## config.mk

```make
export PLATFORM = sky130hd
export DESIGN_NAME = line_point_generator_core
export DESIGN_NICKNAME = d
export VERILOG_FILES = /design/src/hdl/lpg_pkg.sv /design/src/hdl/lpg_front.sv /design/src/hdl/lpg_queue.sv /design/src/hdl/lpg_walker.sv /design/src/hdl/line_point_generator_core.sv
export VERILOG_INCLUDE_DIRS = /design/src /design/src/hdl
export SDC_FILE = /design/constraint.sdc
export NUM_CORES = 1
export LEC_CHECK = 0
export BUFFER_PORTS_ARGS = -buffer_cell sky130_fd_sc_hd__buf_2
export CORE_ASPECT_RATIO = 1.2
export CORE_UTILIZATION = 45
export CTS_CLUSTER_SIZE = 14
export DETAILED_ROUTE_END_ITERATION = 8
export MAX_ROUTING_LAYER = met4
export PLACE_DENSITY_LB_ADDON = 0.2
export SETUP_SLACK_MARGIN = 0.15
export SYNTH_ARGS = -nofsm -noshare
export SYNTH_HDL_FRONTEND = slang
export SYNTH_SLANG_ARGS = --single-unit
```

## constraint.sdc

```tcl
create_clock -name i_clk -period 9.42 [get_ports i_clk]
set_clock_uncertainty 0.1 [all_clocks]
set_input_delay 0.471 -clock i_clk [delete_from_list [all_inputs] [get_ports i_clk]]
set_output_delay 0.471 -clock i_clk [all_outputs]
set_load 0.005 [all_outputs]
```

## src/hdl/assert_macros.svh

```systemverilog
// Assertion macros shared by the line point generator RTL.
`ifndef ASSERT_MACROS_SVH
`define ASSERT_MACROS_SVH

// Check a property on every rising clock edge outside reset.
`define LPG_ASSERT(label, clk, rst_n, prop) \
    label: assert property (@(posedge clk) disable iff (!rst_n) prop) \
        else $error("line point generator: assertion failed");

// Check that a condition never holds outside reset.
`define LPG_ASSERT_NEVER(label, clk, rst_n, cond) \
    `LPG_ASSERT(label, clk, rst_n, !(cond))

`endif

```

## src/hdl/lpg_pkg.sv

```systemverilog
`timescale 1ns / 1ps
// Shared types, constants and helpers of the line point generator.
package lpg_pkg;

    localparam int COORD_BITS = 6;
    localparam int ERR_BITS   = COORD_BITS + 3;
    localparam int MODE_BITS  = 2;
    localparam int QDEPTH     = 2;
    localparam int QPTR_BITS  = (QDEPTH > 1) ? $clog2(QDEPTH) : 1;
    localparam int QCNT_BITS  = $clog2(QDEPTH + 1);

    localparam logic [QCNT_BITS-1:0] QDEPTH_CNT = QCNT_BITS'(QDEPTH);

    typedef logic [COORD_BITS-1:0]       t_coord;
    typedef logic signed [ERR_BITS-1:0]  t_err;
    typedef logic [MODE_BITS-1:0]        t_mode;

    // Classified line request, as it travels from front to walker.
    typedef struct packed {
        t_coord maj;
        t_coord mnr;
        logic   maj_neg;
        logic   mnr_neg;
        logic   steep;
        t_coord dmaj;
        t_coord dmnr;
        t_err   err;
        t_coord end_x;
        t_coord end_y;
        t_mode  mode;
    } t_cmd;

    typedef struct packed {
        logic [QCNT_BITS-1:0] count;
        logic                 full;
        logic                 empty;
    } t_q_stat;

    typedef enum logic [1:0] {
        WS_IDLE,
        WS_WALK,
        WS_END
    } t_walk_state;

    typedef struct packed {
        t_walk_state state;
        t_coord      cnt;
    } t_walk_stat;

    // Move a coordinate one unit up or down.
    function automatic t_coord step_coord(input t_coord v, input logic neg);
        return neg ? (v - t_coord'(1)) : (v + t_coord'(1));
    endfunction

endpackage

```

## src/hdl/lpg_front.sv

```systemverilog
`timescale 1ns / 1ps
// Front stage: accepts line requests, picks the major axis and the start error.
module lpg_front (
    input  logic                i_clk,
    input  logic                i_rst_n,
    input  logic                i_valid,
    output logic                o_ready,
    input  lpg_pkg::t_coord     i_start_x,
    input  lpg_pkg::t_coord     i_start_y,
    input  lpg_pkg::t_coord     i_end_x,
    input  lpg_pkg::t_coord     i_end_y,
    input  lpg_pkg::t_mode      i_draw_mode,
    input  logic                i_full,
    output logic                o_push,
    output lpg_pkg::t_cmd       o_cmd
);

    logic            r_vld;
    logic            n_vld;
    lpg_pkg::t_cmd   r_cmd;
    lpg_pkg::t_cmd   n_cmd;

    lpg_pkg::t_coord dx;
    lpg_pkg::t_coord dy;
    logic            x_pos;
    logic            y_pos;
    logic            steep;
    logic            take;

    always_comb begin
        x_pos = i_end_x > i_start_x;
        y_pos = i_end_y > i_start_y;
        dx    = x_pos ? (i_end_x - i_start_x) : (i_start_x - i_end_x);
        dy    = y_pos ? (i_end_y - i_start_y) : (i_start_y - i_end_y);
        steep = dy > dx;

        n_cmd.steep   = steep;
        n_cmd.maj     = steep ? i_start_y : i_start_x;
        n_cmd.mnr     = steep ? i_start_x : i_start_y;
        n_cmd.maj_neg = steep ? !y_pos : !x_pos;
        n_cmd.mnr_neg = steep ? !x_pos : !y_pos;
        n_cmd.dmaj    = steep ? dy : dx;
        n_cmd.dmnr    = steep ? dx : dy;
        // start error: 2*minor - major
        n_cmd.err     = lpg_pkg::t_err'({2'b00, n_cmd.dmnr, 1'b0})
                      - lpg_pkg::t_err'({3'b000, n_cmd.dmaj});
        n_cmd.end_x   = i_end_x;
        n_cmd.end_y   = i_end_y;
        n_cmd.mode    = i_draw_mode;
    end

    assign o_push  = r_vld && !i_full;
    assign o_ready = !r_vld || !i_full;
    assign take    = i_valid && o_ready;
    assign o_cmd   = r_cmd;

    always_comb begin
        n_vld = r_vld;
        if (take) begin
            n_vld = 1'b1;
        end else if (o_push) begin
            n_vld = 1'b0;
        end
    end

    always_ff @(posedge i_clk) begin
        if (!i_rst_n) begin
            r_vld <= 1'b0;
        end else begin
            r_vld <= n_vld;
        end
    end

    always_ff @(posedge i_clk) begin
        if (take) begin
            r_cmd <= n_cmd;
        end
    end

endmodule

```

## src/hdl/lpg_queue.sv

```systemverilog
`timescale 1ns / 1ps
// Short request queue between the front stage and the walker.
module lpg_queue (
    input  logic              i_clk,
    input  logic              i_rst_n,
    input  logic              i_push,
    input  lpg_pkg::t_cmd     i_cmd,
    input  logic              i_pop,
    output lpg_pkg::t_cmd     o_cmd,
    output lpg_pkg::t_q_stat  o_stat
);

    lpg_pkg::t_cmd                   r_mem [lpg_pkg::QDEPTH];
    logic [lpg_pkg::QPTR_BITS-1:0]   r_wr;
    logic [lpg_pkg::QPTR_BITS-1:0]   r_rd;
    logic [lpg_pkg::QCNT_BITS-1:0]   r_count;
    logic [lpg_pkg::QPTR_BITS-1:0]   n_wr;
    logic [lpg_pkg::QPTR_BITS-1:0]   n_rd;
    logic [lpg_pkg::QCNT_BITS-1:0]   n_count;
    logic                            do_push;
    logic                            do_pop;

    localparam logic [lpg_pkg::QPTR_BITS-1:0] LastPtr =
        lpg_pkg::QPTR_BITS'(lpg_pkg::QDEPTH - 1);

    assign o_stat.count = r_count;
    assign o_stat.full  = r_count == lpg_pkg::QDEPTH_CNT;
    assign o_stat.empty = r_count == '0;
    assign o_cmd        = r_mem[r_rd];

    // drop requests that would overrun or underrun
    assign do_push = i_push && !o_stat.full;
    assign do_pop  = i_pop && !o_stat.empty;

    always_comb begin
        n_wr    = r_wr;
        n_rd    = r_rd;
        n_count = r_count;
        if (do_push) begin
            n_wr = (r_wr == LastPtr) ? '0 : r_wr + 1'b1;
        end
        if (do_pop) begin
            n_rd = (r_rd == LastPtr) ? '0 : r_rd + 1'b1;
        end
        if (do_push && !do_pop) begin
            n_count = r_count + 1'b1;
        end else if (do_pop && !do_push) begin
            n_count = r_count - 1'b1;
        end
    end

    always_ff @(posedge i_clk) begin
        if (!i_rst_n) begin
            r_wr    <= '0;
            r_rd    <= '0;
            r_count <= '0;
        end else begin
            r_wr    <= n_wr;
            r_rd    <= n_rd;
            r_count <= n_count;
        end
    end

    always_ff @(posedge i_clk) begin
        if (do_push) begin
            r_mem[r_wr] <= i_cmd;
        end
    end

endmodule

```

## src/hdl/lpg_walker.sv

```systemverilog
`timescale 1ns / 1ps
// Back stage: walks one line request and emits one point per cycle while i_ready takes them.
module lpg_walker (
    input  logic                 i_clk,
    input  logic                 i_rst_n,
    input  logic                 i_empty,
    input  lpg_pkg::t_cmd        i_cmd,
    output logic                 o_pop,
    output logic                 o_valid,
    input  logic                 i_ready,
    output lpg_pkg::t_coord      o_pixel_x,
    output lpg_pkg::t_coord      o_pixel_y,
    output lpg_pkg::t_mode       o_mode_out,
    output logic                 o_last_point,
    output lpg_pkg::t_walk_stat  o_stat
);

    lpg_pkg::t_walk_state r_state;
    lpg_pkg::t_walk_state n_state;
    lpg_pkg::t_cmd        r_cmd;
    lpg_pkg::t_cmd        n_cmd;
    lpg_pkg::t_coord      r_maj;
    lpg_pkg::t_coord      n_maj;
    lpg_pkg::t_coord      r_mnr;
    lpg_pkg::t_coord      n_mnr;
    lpg_pkg::t_err        r_err;
    lpg_pkg::t_err        n_err;
    lpg_pkg::t_coord      r_cnt;
    lpg_pkg::t_coord      n_cnt;
    logic                 r_out_vld;
    logic                 n_out_vld;
    lpg_pkg::t_coord      r_px;
    lpg_pkg::t_coord      n_px;
    lpg_pkg::t_coord      r_py;
    lpg_pkg::t_coord      n_py;
    lpg_pkg::t_mode       r_mode;
    lpg_pkg::t_mode       n_mode;
    logic                 r_last;
    logic                 n_last;

    logic                 slot;
    logic                 err_ge0;
    lpg_pkg::t_err        two_maj;
    lpg_pkg::t_err        two_mnr;
    lpg_pkg::t_err        err_m;

    assign slot    = !r_out_vld || i_ready;
    assign err_ge0 = !r_err[lpg_pkg::ERR_BITS-1];
    assign two_maj = lpg_pkg::t_err'({2'b00, r_cmd.dmaj, 1'b0});
    assign two_mnr = lpg_pkg::t_err'({2'b00, r_cmd.dmnr, 1'b0});
    assign err_m   = err_ge0 ? (r_err - two_maj) : r_err;

    always_comb begin
        n_state   = r_state;
        n_cmd     = r_cmd;
        n_maj     = r_maj;
        n_mnr     = r_mnr;
        n_err     = r_err;
        n_cnt     = r_cnt;
        n_px      = r_px;
        n_py      = r_py;
        n_mode    = r_mode;
        n_last    = r_last;
        n_out_vld = r_out_vld && !i_ready;
        o_pop     = 1'b0;
        case (r_state)
            lpg_pkg::WS_IDLE: begin
                if (!i_empty) begin
                    o_pop   = 1'b1;
                    n_cmd   = i_cmd;
                    n_maj   = i_cmd.maj;
                    n_mnr   = i_cmd.mnr;
                    n_err   = i_cmd.err;
                    n_cnt   = i_cmd.dmaj;
                    n_state = (i_cmd.dmaj == '0) ? lpg_pkg::WS_END : lpg_pkg::WS_WALK;
                end
            end
            lpg_pkg::WS_WALK: begin
                if (slot) begin
                    n_out_vld = 1'b1;
                    n_px      = r_cmd.steep ? r_mnr : r_maj;
                    n_py      = r_cmd.steep ? r_maj : r_mnr;
                    n_mode    = r_cmd.mode;
                    n_last    = 1'b0;
                    // a non-negative error takes one minor step
                    if (err_ge0) begin
                        n_mnr = lpg_pkg::step_coord(r_mnr, r_cmd.mnr_neg);
                    end
                    n_maj = lpg_pkg::step_coord(r_maj, r_cmd.maj_neg);
                    n_err = err_m + two_mnr;
                    n_cnt = r_cnt - 1'b1;
                    if (r_cnt == lpg_pkg::t_coord'(1)) begin
                        n_state = lpg_pkg::WS_END;
                    end
                end
            end
            lpg_pkg::WS_END: begin
                if (slot) begin
                    n_out_vld = 1'b1;
                    n_px      = r_cmd.end_x;
                    n_py      = r_cmd.end_y;
                    n_mode    = r_cmd.mode;
                    n_last    = 1'b1;
                    n_state   = lpg_pkg::WS_IDLE;
                end
            end
            default: begin
                n_state = lpg_pkg::WS_IDLE;
            end
        endcase
    end

    always_ff @(posedge i_clk) begin
        if (!i_rst_n) begin
            r_state   <= lpg_pkg::WS_IDLE;
            r_out_vld <= 1'b0;
            r_cnt     <= '0;
        end else begin
            r_state   <= n_state;
            r_out_vld <= n_out_vld;
            r_cnt     <= n_cnt;
        end
    end

    always_ff @(posedge i_clk) begin
        r_cmd  <= n_cmd;
        r_maj  <= n_maj;
        r_mnr  <= n_mnr;
        r_err  <= n_err;
        r_px   <= n_px;
        r_py   <= n_py;
        r_mode <= n_mode;
        r_last <= n_last;
    end

    assign o_valid      = r_out_vld;
    assign o_pixel_x    = r_px;
    assign o_pixel_y    = r_py;
    assign o_mode_out   = r_mode;
    assign o_last_point = r_last;
    assign o_stat.state = r_state;
    assign o_stat.cnt   = r_cnt;

endmodule

```

## src/hdl/line_point_generator_core.sv

```systemverilog
`timescale 1ns / 1ps
// Top level of the line point generator: front stage, request queue, walker.
//
//  channel   direction  handshake           payload
//  request   in         i_valid / o_ready   i_start_x i_start_y i_end_x i_end_y i_draw_mode
//  point     out        o_valid / i_ready   o_pixel_x o_pixel_y o_mode_out o_last_point
//
// A line of major length d gives d+1 points, one per cycle while o_valid is taken,
// after a load step in which the walker takes the request from the queue.
// The walker's one-point-per-step loop sets the request rate; the front stage and a
// two-deep queue let later requests be taken while a line is still being walked.
// Reset (i_rst_n low, synchronous) empties the queue and idles the walker.
// A stalled i_ready only pulls o_ready low once the queue and front register are full.
`include "assert_macros.svh"

module line_point_generator_core (
    input  logic                   i_clk,
    input  logic                   i_rst_n,
    input  logic                   i_valid,
    output logic                   o_ready,
    input  lpg_pkg::t_coord        i_start_x,
    input  lpg_pkg::t_coord        i_start_y,
    input  lpg_pkg::t_coord        i_end_x,
    input  lpg_pkg::t_coord        i_end_y,
    input  lpg_pkg::t_mode         i_draw_mode,
    output logic                   o_valid,
    input  logic                   i_ready,
    output lpg_pkg::t_coord        o_pixel_x,
    output lpg_pkg::t_coord        o_pixel_y,
    output lpg_pkg::t_mode         o_mode_out,
    output logic                   o_last_point
);

    logic                 f_push;
    lpg_pkg::t_cmd        f_cmd;
    lpg_pkg::t_cmd        q_cmd;
    lpg_pkg::t_q_stat     q_stat;
    logic                 w_pop;
    lpg_pkg::t_walk_stat  w_stat;

    lpg_front u_front (
        .i_clk       (i_clk),
        .i_rst_n     (i_rst_n),
        .i_valid     (i_valid),
        .o_ready     (o_ready),
        .i_start_x   (i_start_x),
        .i_start_y   (i_start_y),
        .i_end_x     (i_end_x),
        .i_end_y     (i_end_y),
        .i_draw_mode (i_draw_mode),
        .i_full      (q_stat.full),
        .o_push      (f_push),
        .o_cmd       (f_cmd)
    );

    lpg_queue u_queue (
        .i_clk   (i_clk),
        .i_rst_n (i_rst_n),
        .i_push  (f_push),
        .i_cmd   (f_cmd),
        .i_pop   (w_pop),
        .o_cmd   (q_cmd),
        .o_stat  (q_stat)
    );

    lpg_walker u_walker (
        .i_clk        (i_clk),
        .i_rst_n      (i_rst_n),
        .i_empty      (q_stat.empty),
        .i_cmd        (q_cmd),
        .o_pop        (w_pop),
        .o_valid      (o_valid),
        .i_ready      (i_ready),
        .o_pixel_x    (o_pixel_x),
        .o_pixel_y    (o_pixel_y),
        .o_mode_out   (o_mode_out),
        .o_last_point (o_last_point),
        .o_stat       (w_stat)
    );

    `LPG_ASSERT(a_walk_cnt, i_clk, i_rst_n, (w_stat.state == lpg_pkg::WS_WALK) |-> (w_stat.cnt != '0))
    `LPG_ASSERT(a_q_bound, i_clk, i_rst_n, q_stat.count <= lpg_pkg::QDEPTH_CNT)
    `LPG_ASSERT_NEVER(a_pop_empty, i_clk, i_rst_n, w_pop && q_stat.empty)

endmodule

```

==> implementation parameters, run 1 <==
Parameter                              Value

Run status
  Result of the run ... complete, no violations

Detailed routing
  Initial DRT Pass Iterations ... 5
  Drt via density ... 5.11
  Violation count after the first detailed-route iteration ... 360
  Post-route ant nets ... 0
  Vias ... approximately 6200
  Avg WL per Cell ... 16.7 µm
  DRC violation count after routing ... 0
  Total wirelength of the detailed-routed design ... 20.2 mm

Clock tree
  Maximum clock insertion buffer count ... 3
  Post-cts sizing count ... 0
  Number of buffers added by the clock tree synthesis step ... 23
  Number of hold buffers added after CTS ... 0
  Clock slew seen by the registers of the worst setup and hold paths ... 60 ps
  CTS Sinks ... 223
  Post-CTS Setup Inserts ... 0
  Buffer cell driving the clock tree root ... sky130_fd_sc_hd__clkbuf_16
  TritonCTS clock tree ... yes
  Skew-Pair Late Insertion Delay ... 500 ps
  CTS H-tree depth ... 1

Synth
  Fraction of registers with async set/reset ... 0
  Number of enable-type register cells in the synthesized netlist ... 208
  Netlist Area Pre-Place ... 10800 µm²
  Commonest register cell after synthesis ... sky130_fd_sc_hd__edfxtp_1
  Post-synth top area share ... 0.577
  Largest area contributor in the synthesized netlist ... sky130_fd_sc_hd__edfxtp_1
  Count of yosys warnings during synthesis ... 0
  Synth Instances ... 834
  Syn avg cell area ... 13.0 µm²
  Share of the yosys chip area belonging to registers ... 0.605
  Total nets after synthesis ... 931
  Post-synth cell types ... 70
  Main area contributors after synthesis ... sky130_fd_sc_hd__edfxtp_1 58%, sky130_fd_sc_hd__ha_1 6.7%, sky130_fd_sc_hd__mux2_2 3.1%
  Yosys reg bits ... 223

Finish
  Proportion of layout cells with a drive suffix above 1 ... 0.156
  Non-filler instance count after layout ... 1208
  Layout Area Growth over Synthesis ... 11.4%
  Antenna cell count ... 0
  NumNets Final ... 977

GRT
  Met2 routing resource usage after global routing ... 0.283
  Total overflow reported by the global router ... 0
  Routing layer with the top usage in global route ... met2
  Wire length of the first global-routing pass ... 32.4 mm
  GRT Overall Usage ... 0.177
  Met1 capacity usage during global routing ... 0.238
  GRT met3 Usage ... 0.0202
  Maximum number of pins on one net before global-route repair ... 54
  Number of antenna violations at the first check in global routing ... 0
  Vias in the first global route ... 6183

Power
  Cell Pwr Density ... 345 nW/µm²
  VDD IR-drop max ... roughly 0.14 mV
  Overall power ... 4160 µW
  Leakage power summed over all cells ... about 0.0046 µW

Placed design
  Post-Place Setup Slack ... 2970 ps
  Placed instance count ... 1170
  Routability-driven placement congestion ratio ... just under 0.9
  DPL Wire Length ... about 14 mm
  IO Port Bufs ... between 40 and 50

Die
  Count of boundary I/O pins ... between 40 and 50
  Area of the die ... 24700 µm²
  Width of the chip ... 144 µm
  Total core area ... 23400 µm²
  Initial core utilization ... 0.463
  Number of rows created at floorplan ... 61
  Vertical extent of the die ... around 170 µm

STA
  Relative slew margins ... 0.371
  Fmax ... 167 MHz
  Worst Max-Slew Pin Slew ... about 940 ps
  RSZ-0062 raised after global routing ... no
  Final period utilization ... 0.635
  Count of endpoints failing hold in the final timing report ... 0
  Setup violators final ... 0
  Setup slack of the critical path after layout ... 3440 ps
  Final critical path time including I/O delays and setup ... 5980 ps
  Accumulated negative setup slack ... 0 ps
  Max-slew violation count ... 0

Worst setup path
  Launching point of the worst reg2reg path ... u_walker.r_err[1]
  Arrival @ worst endpoint ... a little over 6000 ps
  Largest fanout on the critical path ... 39
  Startpoint Class ... primary input
  Crit path required time ... 9560 ps
  Crit. End Element ... flop
  Critical setup path kind ... primary input to flop
  Beginning of the critical path ... i_end_y[0]

Hold path
  Hold path startpoint ... i_draw_mode[1]
  Path category of the worst min-delay check ... primary input to flop

Run
  Max Cap Violations ... 0
through the flow:
step	util	area (µm²)	hold WS, ps
floorplan	-	10800	300
global placement	0.486	11400	302
detailed placement	0.486	11400	305
CTS	0.516	12100	20.0
global route	0.516	12100	25.3
finish	0.516	12100	45.3
sequential cells by signal, summed over array words and instances (netlist names), named ones only:
signal / cells
u_walker.r_err: 8
u_walker.r_cmd: 29
u_front.r_vld: 1
u_walker.r_maj: 6
u_queue.r_wr: 1
u_queue.r_mem: 96
u_walker.o_valid: 1
u_queue.r_count: 2
u_walker.o_mode_out: 2
u_walker.o_pixel_x: 6
u_walker.r_mnr: 6
u_walker.o_last_point: 1
u_front.o_cmd: 48
u_walker.r_state: 2
u_walker.o_pixel_y: 6
u_queue.r_rd: 1
u_walker.r_cnt: 6
kinds of logic after synthesis:
| group | synth area share |
|---|---|
| flops | 0.605 |
| compound gates | 0.111 |
| simple gates | 0.0687 |
| buf+inv | 0.0385 |
| fa+ha+maj | 0.0837 |
| mux | 0.0666 |
| xor+xnor | 0.0267 |
where the power goes:
group | total [µW] | switching [µW] | internal (µW)
clock network | 863 | 362 | 500
logic | 1620 | 944 | 672
registers | 1680 | 146 | 1530
total | 4160 | 1450 | 2700
metal layers:
metal  up-vias  share of wire
li1       3127              -
met1      2936           0.48
met2        84           0.47
met3        24          0.031
met4         0          0.019
met5         -              0
cell type report:
class                      instances  area [µm²]
inverter                          71         267
timing repair buffer              52         275
clock inverter                    12         116
sequential                       223        6550
fill                            2032       11300
clock buffer                      26         587
tap                              315         394
multi-input combinational        509        3870
worst max-delay path, cell delays in order:
cell                       delay [ps]
sky130_fd_sc_hd__buf_2            110
sky130_fd_sc_hd__inv_1             50
sky130_fd_sc_hd__ha_1             160
sky130_fd_sc_hd__inv_1             60
sky130_fd_sc_hd__fa_1             420
sky130_fd_sc_hd__a211oi_2         240
sky130_fd_sc_hd__o21a_2           190
sky130_fd_sc_hd__nand2b_4         220
sky130_fd_sc_hd__mux2_4           320
sky130_fd_sc_hd__o21ai_2          160
sky130_fd_sc_hd__a21oi_1          100
sky130_fd_sc_hd__xnor2_1          290
sky130_fd_sc_hd__ha_1             300
sky130_fd_sc_hd__nand4_1          110
sky130_fd_sc_hd__a21oi_1           60
sky130_fd_sc_hd__a211oi_1         200
sky130_fd_sc_hd__or2_1            550
sky130_fd_sc_hd__inv_2            440
sky130_fd_sc_hd__nor2_1           230
sky130_fd_sc_hd__a21oi_1           70
sky130_fd_sc_hd__ha_1             390
sky130_fd_sc_hd__nor2b_1          150
sky130_fd_sc_hd__o21ai_0          130
sky130_fd_sc_hd__nand2_1           90
sky130_fd_sc_hd__and2_1           160
sky130_fd_sc_hd__a221oi_1         300
sky130_fd_sc_hd__xor2_1           110
synthesized netlist by cell type (4+ instances only):
library cell	count
sky130_fd_sc_hd__mux2i_1	33
sky130_fd_sc_hd__or3_1	4
sky130_fd_sc_hd__o21ai_1	4
sky130_fd_sc_hd__xor2_1	14
sky130_fd_sc_hd__a211oi_1	10
sky130_fd_sc_hd__o21bai_1	4
sky130_fd_sc_hd__xnor2_1	19
sky130_fd_sc_hd__dfxtp_1	15
sky130_fd_sc_hd__inv_1	70
sky130_fd_sc_hd__o21a_1	7
sky130_fd_sc_hd__fa_1	9
sky130_fd_sc_hd__nor2_1	38
sky130_fd_sc_hd__a21o_1	24
sky130_fd_sc_hd__edfxtp_1	208
sky130_fd_sc_hd__clkbuf_1	21
sky130_fd_sc_hd__o211ai_1	4
sky130_fd_sc_hd__nor3_1	5
sky130_fd_sc_hd__mux2_2	30
sky130_fd_sc_hd__a21oi_1	42
sky130_fd_sc_hd__o21ai_0	59
sky130_fd_sc_hd__nand2_1	65
sky130_fd_sc_hd__ha_1	58
sky130_fd_sc_hd__and2_1	5
sky130_fd_sc_hd__buf_2	5
sky130_fd_sc_hd__nor2b_1	13
placed cells by master (no fill, tap or decap), drive strengths merged, types with 15 or more instances in the layout:
cell type and instances:
a21o 24, a21oi 43, buf 52, clkbuf 26, dfxtp 15, edfxtp 208, ha 58, inv 72
mux2 32, mux2i 34, nand2 65, nor2 38, o21ai 64, xnor2 19
final timing paths:
path | end | slack, ps | depth (start not counted)
max reg2reg | u_walker.r_err[8] | 6150 | 14
max | u_front.o_cmd[20] | 3440 | 27
min reg2reg | u_walker.o_mode_out[0] | 320 | 0
min | u_front.o_cmd[1] | 50 | 1
Power figures use the tool's default switching activity.
==> run 2: changes to the inputs <==
- clock period: 9.42 -> 5.8 ns (I/O delays scaled with it)
==> implementation parameters, run 2 (same netlist as run 1, synthesis figures left out) <==
Parameter                              Value

Finish
  Proportion of layout cells with a drive suffix above 1 ... 0.173
  Most frequent standard cell in the layout excluding fill and tap cells ... sky130_fd_sc_hd__edfxtp_1
  Fill cell instance count of the final layout ... a little over 2000
  Layout Area Growth over Synthesis ... 14.2%
  Antenna cell count ... 0
  Largest register FFs ... 96
  NumNets Final ... 1007
  Commonest cells after routing, fill and taps aside ... 208 x sky130_fd_sc_hd__edfxtp_1, 70 x sky130_fd_sc_hd__inv_1, 65 x sky130_fd_sc_hd__nand2_1
  Most flop-heavy register ... u_queue.r_mem

GRT
  Total overflow reported by the global router ... 0
  Vias in the first global route ... 6257
  Wire length of the first global-routing pass ... 32.9 mm
  Number of antenna violations at the first check in global routing ... 0
  GRT Overall Usage ... 0.178
  Maximum number of pins on one net before global-route repair ... 49

Worst setup path
  Critical setup path kind ... primary input to flop
  Largest fanout on the critical path ... 33
  Crit path required time ... 5940 ps
  Startpoint Class ... primary input
  Minimum setup slack among reg-to-reg paths ... 2520 ps
  Arrival @ worst endpoint ... between 5000 and 6000 ps
  Crit. End Element ... flop

Detailed routing
  Total wirelength of the detailed-routed design ... between 20 and 25 mm
  Avg WL per Cell ... between 15 and 20 µm
  Drt via density ... 5.16
  Vias ... approximately 6400
  Post-route ant nets ... 0
  Violation count after the first detailed-route iteration ... around 320
  Initial DRT Pass Iterations ... 5
  DRC violation count after routing ... 0

STA
  Setup violators final ... 0
  Count of endpoints failing hold in the final timing report ... 0
  Accumulated negative setup slack ... 0 ps
  Fmax ... 188 MHz
  RSZ-0062 raised after global routing ... no
  Relative slew margins ... 0.334
  Fin Hold WS ... 9.19 ps
  Final critical path time including I/O delays and setup ... 5320 ps
  Final period utilization ... 0.918
  Worst Max-Slew Pin Slew ... 995 ps
  Max-slew violation count ... 0

Power
  Cell Pwr Density ... 552 nW/µm²
  VDD IR-drop max ... 0.267 mV
  Leakage power summed over all cells ... 0.00478 µW

Clock tree
  Clock slew seen by the registers of the worst setup and hold paths ... roughly 60 ps
  Buffer cell driving the clock tree root ... sky130_fd_sc_hd__clkbuf_16
  Skew-Pair Late Insertion Delay ... 500 ps
  CTS Sinks ... 223
  CTS H-tree depth ... 1
  Number of buffers added by the clock tree synthesis step ... 24
  Maximum clock insertion buffer count ... 3
  TritonCTS clock tree ... yes

Run status
  Result of the run ... complete, no violations

Run
  Max Cap Violations ... 0

Die
  Vertical extent of the die ... ~170 µm
  Total core area ... about 23000 µm²
  Area of the die ... 24700 µm²
  Count of boundary I/O pins ... 47
  Initial core utilization ... 0.463
  Width of the chip ... 144 µm
  Number of rows created at floorplan ... 61

Placed design
  Routability-driven placement congestion ratio ... 0.834
  IO Port Bufs ... 46
  DPL Wire Length ... 14.1 mm

Hold path
  Path category of the worst min-delay check ... primary input to flop
## run 2: changes by cell type in the layout (fill, tap and decap cells not counted), moves of 2 or more
cell | previous run | this run
sky130_fd_sc_hd__buf_4 | 6 | 18
sky130_fd_sc_hd__clkinvlp_4 | 3 | 0
sky130_fd_sc_hd__bufinv_16 | 2 | 0
sky130_fd_sc_hd__clkbuf_16 | 23 | 25
sky130_fd_sc_hd__a21oi_2 | 1 | 4
sky130_fd_sc_hd__clkinv_2 | 2 | 4
sky130_fd_sc_hd__dlygate4sd3_1 | 0 | 17
sky130_fd_sc_hd__a21oi_1 | 42 | 39
## run 2: area by class of cell
class	count	area, µm²	share of cell area
clock buffers	29	641	0.0518
clock inverters	10	55.1	0.00446
inverters	71	267	0.0216
flip-flops and latches	223	6550	0.530
multi-input cells	509	3920	0.317
well taps	315	394	0.0319
repair buffers	81	536	0.0433
## run 2: through the flow
stage,instances,cell area [µm²],util,power (µW),worst slack (ps)
2_1_floorplan,834,10800,-,4730,337
3_3_place_gp,1174,11400,0.487,5390,408
3_5_place_dp,1174,11400,0.487,5430,295
4_1_cts,1230,12200,0.524,6830,263
5_1_grt,1238,12400,0.529,7330,175
6_report,1238,12400,0.529,6820,476
## run 2: worst max-delay path, stage by stage
cell                            delay (ps)
sky130_fd_sc_hd__dlygate4sd3_1         540
sky130_fd_sc_hd__buf_2                 140
sky130_fd_sc_hd__inv_1                  50
sky130_fd_sc_hd__ha_1                  150
sky130_fd_sc_hd__inv_1                  60
sky130_fd_sc_hd__fa_2                  360
sky130_fd_sc_hd__a211oi_2              260
sky130_fd_sc_hd__o21a_2                190
sky130_fd_sc_hd__nand2b_4              170
sky130_fd_sc_hd__mux2_4                320
sky130_fd_sc_hd__o21ai_4               170
sky130_fd_sc_hd__a21oi_2               100
sky130_fd_sc_hd__xnor2_2               170
sky130_fd_sc_hd__ha_1                  310
sky130_fd_sc_hd__nand4_1               120
sky130_fd_sc_hd__a21oi_1               140
sky130_fd_sc_hd__a211oi_1               60
sky130_fd_sc_hd__or2_1                 260
sky130_fd_sc_hd__inv_2                 130
sky130_fd_sc_hd__buf_4                 340
sky130_fd_sc_hd__mux2i_1               290
sky130_fd_sc_hd__ha_1                  320
sky130_fd_sc_hd__and2_1                180
sky130_fd_sc_hd__a221oi_2              240
sky130_fd_sc_hd__xor2_1                100
## run 2: per-layer routing
layer,part of all wire,global-route usage,vias up
met2,0.47,0.286,100
met1,0.47,0.240,3071
met3,0.032,0.0191,37
li1,-,-,3184
met5,0,-,-
met4,0.023,0.0537,0
## run 2: timing repair
item / in CTS / in global routing
endpoints found under the hold margin: 18 / 0
gates resized for setup: 0 / 11
setup buffers: 0 / 8
endpoints found under the setup margin: 0 / 2
hold buffers: 17 / 0
## run 2: final timing paths
kind,endpoint,cells after the start,from
worst max register to register,u_walker.r_err[8],14,u_walker.r_err[1]
worst max-delay path,u_front.o_cmd[20],25,i_end_y[0]
worst min register to register,u_walker.o_mode_out[0],0,u_walker.r_cmd[0]
worst min-delay path,u_front.o_cmd[49],3,i_start_y[5]
## run 2: where the power goes
group | leakage [µW] | total, µW | internal, µW | switching (µW)
combinational | 0.00236 | 2710 | 1160 | 1550
sequential | 0.00208 | 2750 | 2490 | 259
clock | 0.000345 | 1360 | 781 | 583
==> run 3: changes to the inputs <==
- CTS_BUF_LIST: not set -> sky130_fd_sc_hd__clkbuf_4
==> implementation parameters, run 3 (same netlist as run 1, synthesis figures left out) <==
Parameter                              Value

Detailed routing
  Post-route ant nets ... 0
  Violation count after the first detailed-route iteration ... 301
  DRC violation count after routing ... 0
  Avg WL per Cell ... 16.0 µm
  Vias ... 6601
  Drt via density ... 5.08
  Total wirelength of the detailed-routed design ... 20.9 mm
  Initial DRT Pass Iterations ... 6

STA
  Worst Max-Slew Pin Slew ... 953 ps
  Fmax ... 188 MHz
  Max-slew violation count ... 0
  RSZ-0062 raised after global routing ... no
  Accumulated negative setup slack ... 0 ps
  Count of endpoints failing hold in the final timing report ... 0
  Final critical path time including I/O delays and setup ... 5330 ps
  Setup violators final ... 0
  Final period utilization ... 0.919
  Relative slew margins ... 0.362

GRT
  Wire length of the first global-routing pass ... 33.9 mm
  Vias in the first global route ... 6736
  GRT Overall Usage ... 0.185
  Number of antenna violations at the first check in global routing ... 1
  Total overflow reported by the global router ... 0
  Maximum number of pins on one net before global-route repair ... 49

Clock tree
  Skew-Pair Late Insertion Delay ... 640 ps
  Number of buffers added by the clock tree synthesis step ... 56
  TritonCTS clock tree ... yes
  Maximum clock insertion buffer count ... 3
  Clock slew seen by the registers of the worst setup and hold paths ... 60 ps
  Buffer cell driving the clock tree root ... sky130_fd_sc_hd__clkbuf_4
  CTS Sinks ... 223
  CTS H-tree depth ... 2

Finish
  Most flop-heavy register ... u_queue.r_mem
  Area taken by multi-input logic gates ... 3880 µm²
  Sequential Area ... ~6500 µm²
  Fill cell instance count of the final layout ... 2098
  Most frequent standard cell in the layout excluding fill and tap cells ... sky130_fd_sc_hd__edfxtp_1
  Layout Area Growth over Synthesis ... 14.6%
  Non-Filler Cell Area, Final ... 12400 µm²
  NumNets Final ... 1053
  Commonest cells after routing, fill and taps aside ... 208 x sky130_fd_sc_hd__edfxtp_1, 73 x sky130_fd_sc_hd__clkbuf_4, 70 x sky130_fd_sc_hd__inv_1
  Proportion of layout cells with a drive suffix above 1 ... 0.200
  Largest register FFs ... 96

Die
  Width of the chip ... 144 µm
  Vertical extent of the die ... 172 µm
  Number of rows created at floorplan ... 61
  Area of the die ... 24700 µm²
  Total core area ... 23400 µm²
  Initial core utilization ... 0.463
  Count of boundary I/O pins ... 47

Placed design
  IO Port Bufs ... 46
  Routability-driven placement congestion ratio ... 0.834
  Placed inst area ... roughly 11000 µm²
  DPL Wire Length ... 14.1 mm

Power
  VDD IR-drop max ... roughly 0.25 mV
  Sequential group share of total power ... 0.414
  Switching Fraction ... 0.358
  Total net switching power ... about 2400 µW
  Leakage power summed over all cells ... 0.00487 µW
  Relative contribution of combinational cells to total power ... 0.405
  Fraction of power consumed by the clock network ... 0.182
  Cell Pwr Density ... 535 nW/µm²
  Internal power ... 4270 µW

Run status
  Result of the run ... complete, no violations

Hold path
  Path category of the worst min-delay check ... primary input to flop

Worst setup path
  Startpoint Class ... primary input
  Crit. End Element ... flop
  Largest fanout on the critical path ... 9
  Crit path required time ... 6070 ps
  Arrival @ worst endpoint ... about 5600 ps
  Critical setup path kind ... primary input to flop

Run
  Max Cap Violations ... 0
[run 3: stage by stage]
stage	setup WS, ps	utilization	hold slack [ps]	std cells	power (µW)
finish	471	0.531	279	1300	6640
global route	152	0.531	218	1300	7190
CTS	445	0.529	181	1294	6730
detailed placement	295	0.487	308	1174	5430
global placement	408	0.487	302	1174	5390
floorplan	337	-	289	834	4730
[run 3: worst paths after layout]
path | start | end | slack (ps) | depth (start not counted)
min reg2reg | u_walker.r_cmd[0] | u_walker.o_mode_out[0] | 300 | 0
max | i_end_y[0] | u_front.o_cmd[20] | 470 | 28
min | i_draw_mode[0] | u_front.o_cmd[0] | 280 | 2
max reg2reg | u_walker.r_err[1] | u_walker.r_err[8] | 2520 | 14
[run 3: routing by layer]
layer  global-route usage  up-vias  routed length (µm)
li1                     -     3308                   -
met1                0.231     3143                9630
met2                0.295      113                9970
met3               0.0363       37                 706
met4               0.0749        0                 541
met5                    -        -                   0
[run 3: repair_timing]
| action | in CTS | in global routing |
|---|---|---|
| hold buffers | 34 | 0 |
| endpoints found under the setup margin | 0 | 2 |
| endpoints found under the hold margin | 35 | 0 |
| buffers inserted | 0 | 5 |
| resized for setup | 0 | 2 |
[run 3: power groups by stage]
stage               registers, µW  clock network [µW]  logic [µW]
floorplan                    2670                   0        2060
global placement             2770                   0        2620
detailed placement           2790                   0        2650
CTS                          2750                1270        2710
global route                 2810                1350        3040
finish                       2750                1210        2690
[run 3: area by class of cell]
class,count,area share
antenna,1,0.000202
clock buffer,73,0.0442
clock inverter,13,0.00686
inverter,71,0.0215
multi-input combinational,509,0.313
sequential,223,0.528
tap,315,0.0318
timing repair buffer,95,0.0551
[run 3: worst max-delay path, cell delays in order]
cell,delay (ps)
sky130_fd_sc_hd__dlygate4sd3_1,540
sky130_fd_sc_hd__buf_2,140
sky130_fd_sc_hd__inv_1,50
sky130_fd_sc_hd__ha_1,150
sky130_fd_sc_hd__inv_1,60
sky130_fd_sc_hd__fa_1,420
sky130_fd_sc_hd__a211oi_2,240
sky130_fd_sc_hd__o21a_2,190
sky130_fd_sc_hd__nand2b_4,170
sky130_fd_sc_hd__mux2_4,310
sky130_fd_sc_hd__o21ai_2,170
sky130_fd_sc_hd__a21oi_1,130
sky130_fd_sc_hd__xnor2_2,170
sky130_fd_sc_hd__ha_1,310
sky130_fd_sc_hd__nand4_1,120
sky130_fd_sc_hd__a21oi_1,130
sky130_fd_sc_hd__a211oi_1,60
sky130_fd_sc_hd__or2_1,260
sky130_fd_sc_hd__buf_4,170
sky130_fd_sc_hd__a21oi_1,280
sky130_fd_sc_hd__inv_1,100
sky130_fd_sc_hd__fa_1,430
sky130_fd_sc_hd__nor2b_1,120
sky130_fd_sc_hd__o21ai_0,80
sky130_fd_sc_hd__nand2_1,120
sky130_fd_sc_hd__and2_1,130
sky130_fd_sc_hd__a221oi_1,70
sky130_fd_sc_hd__xor2_1,160
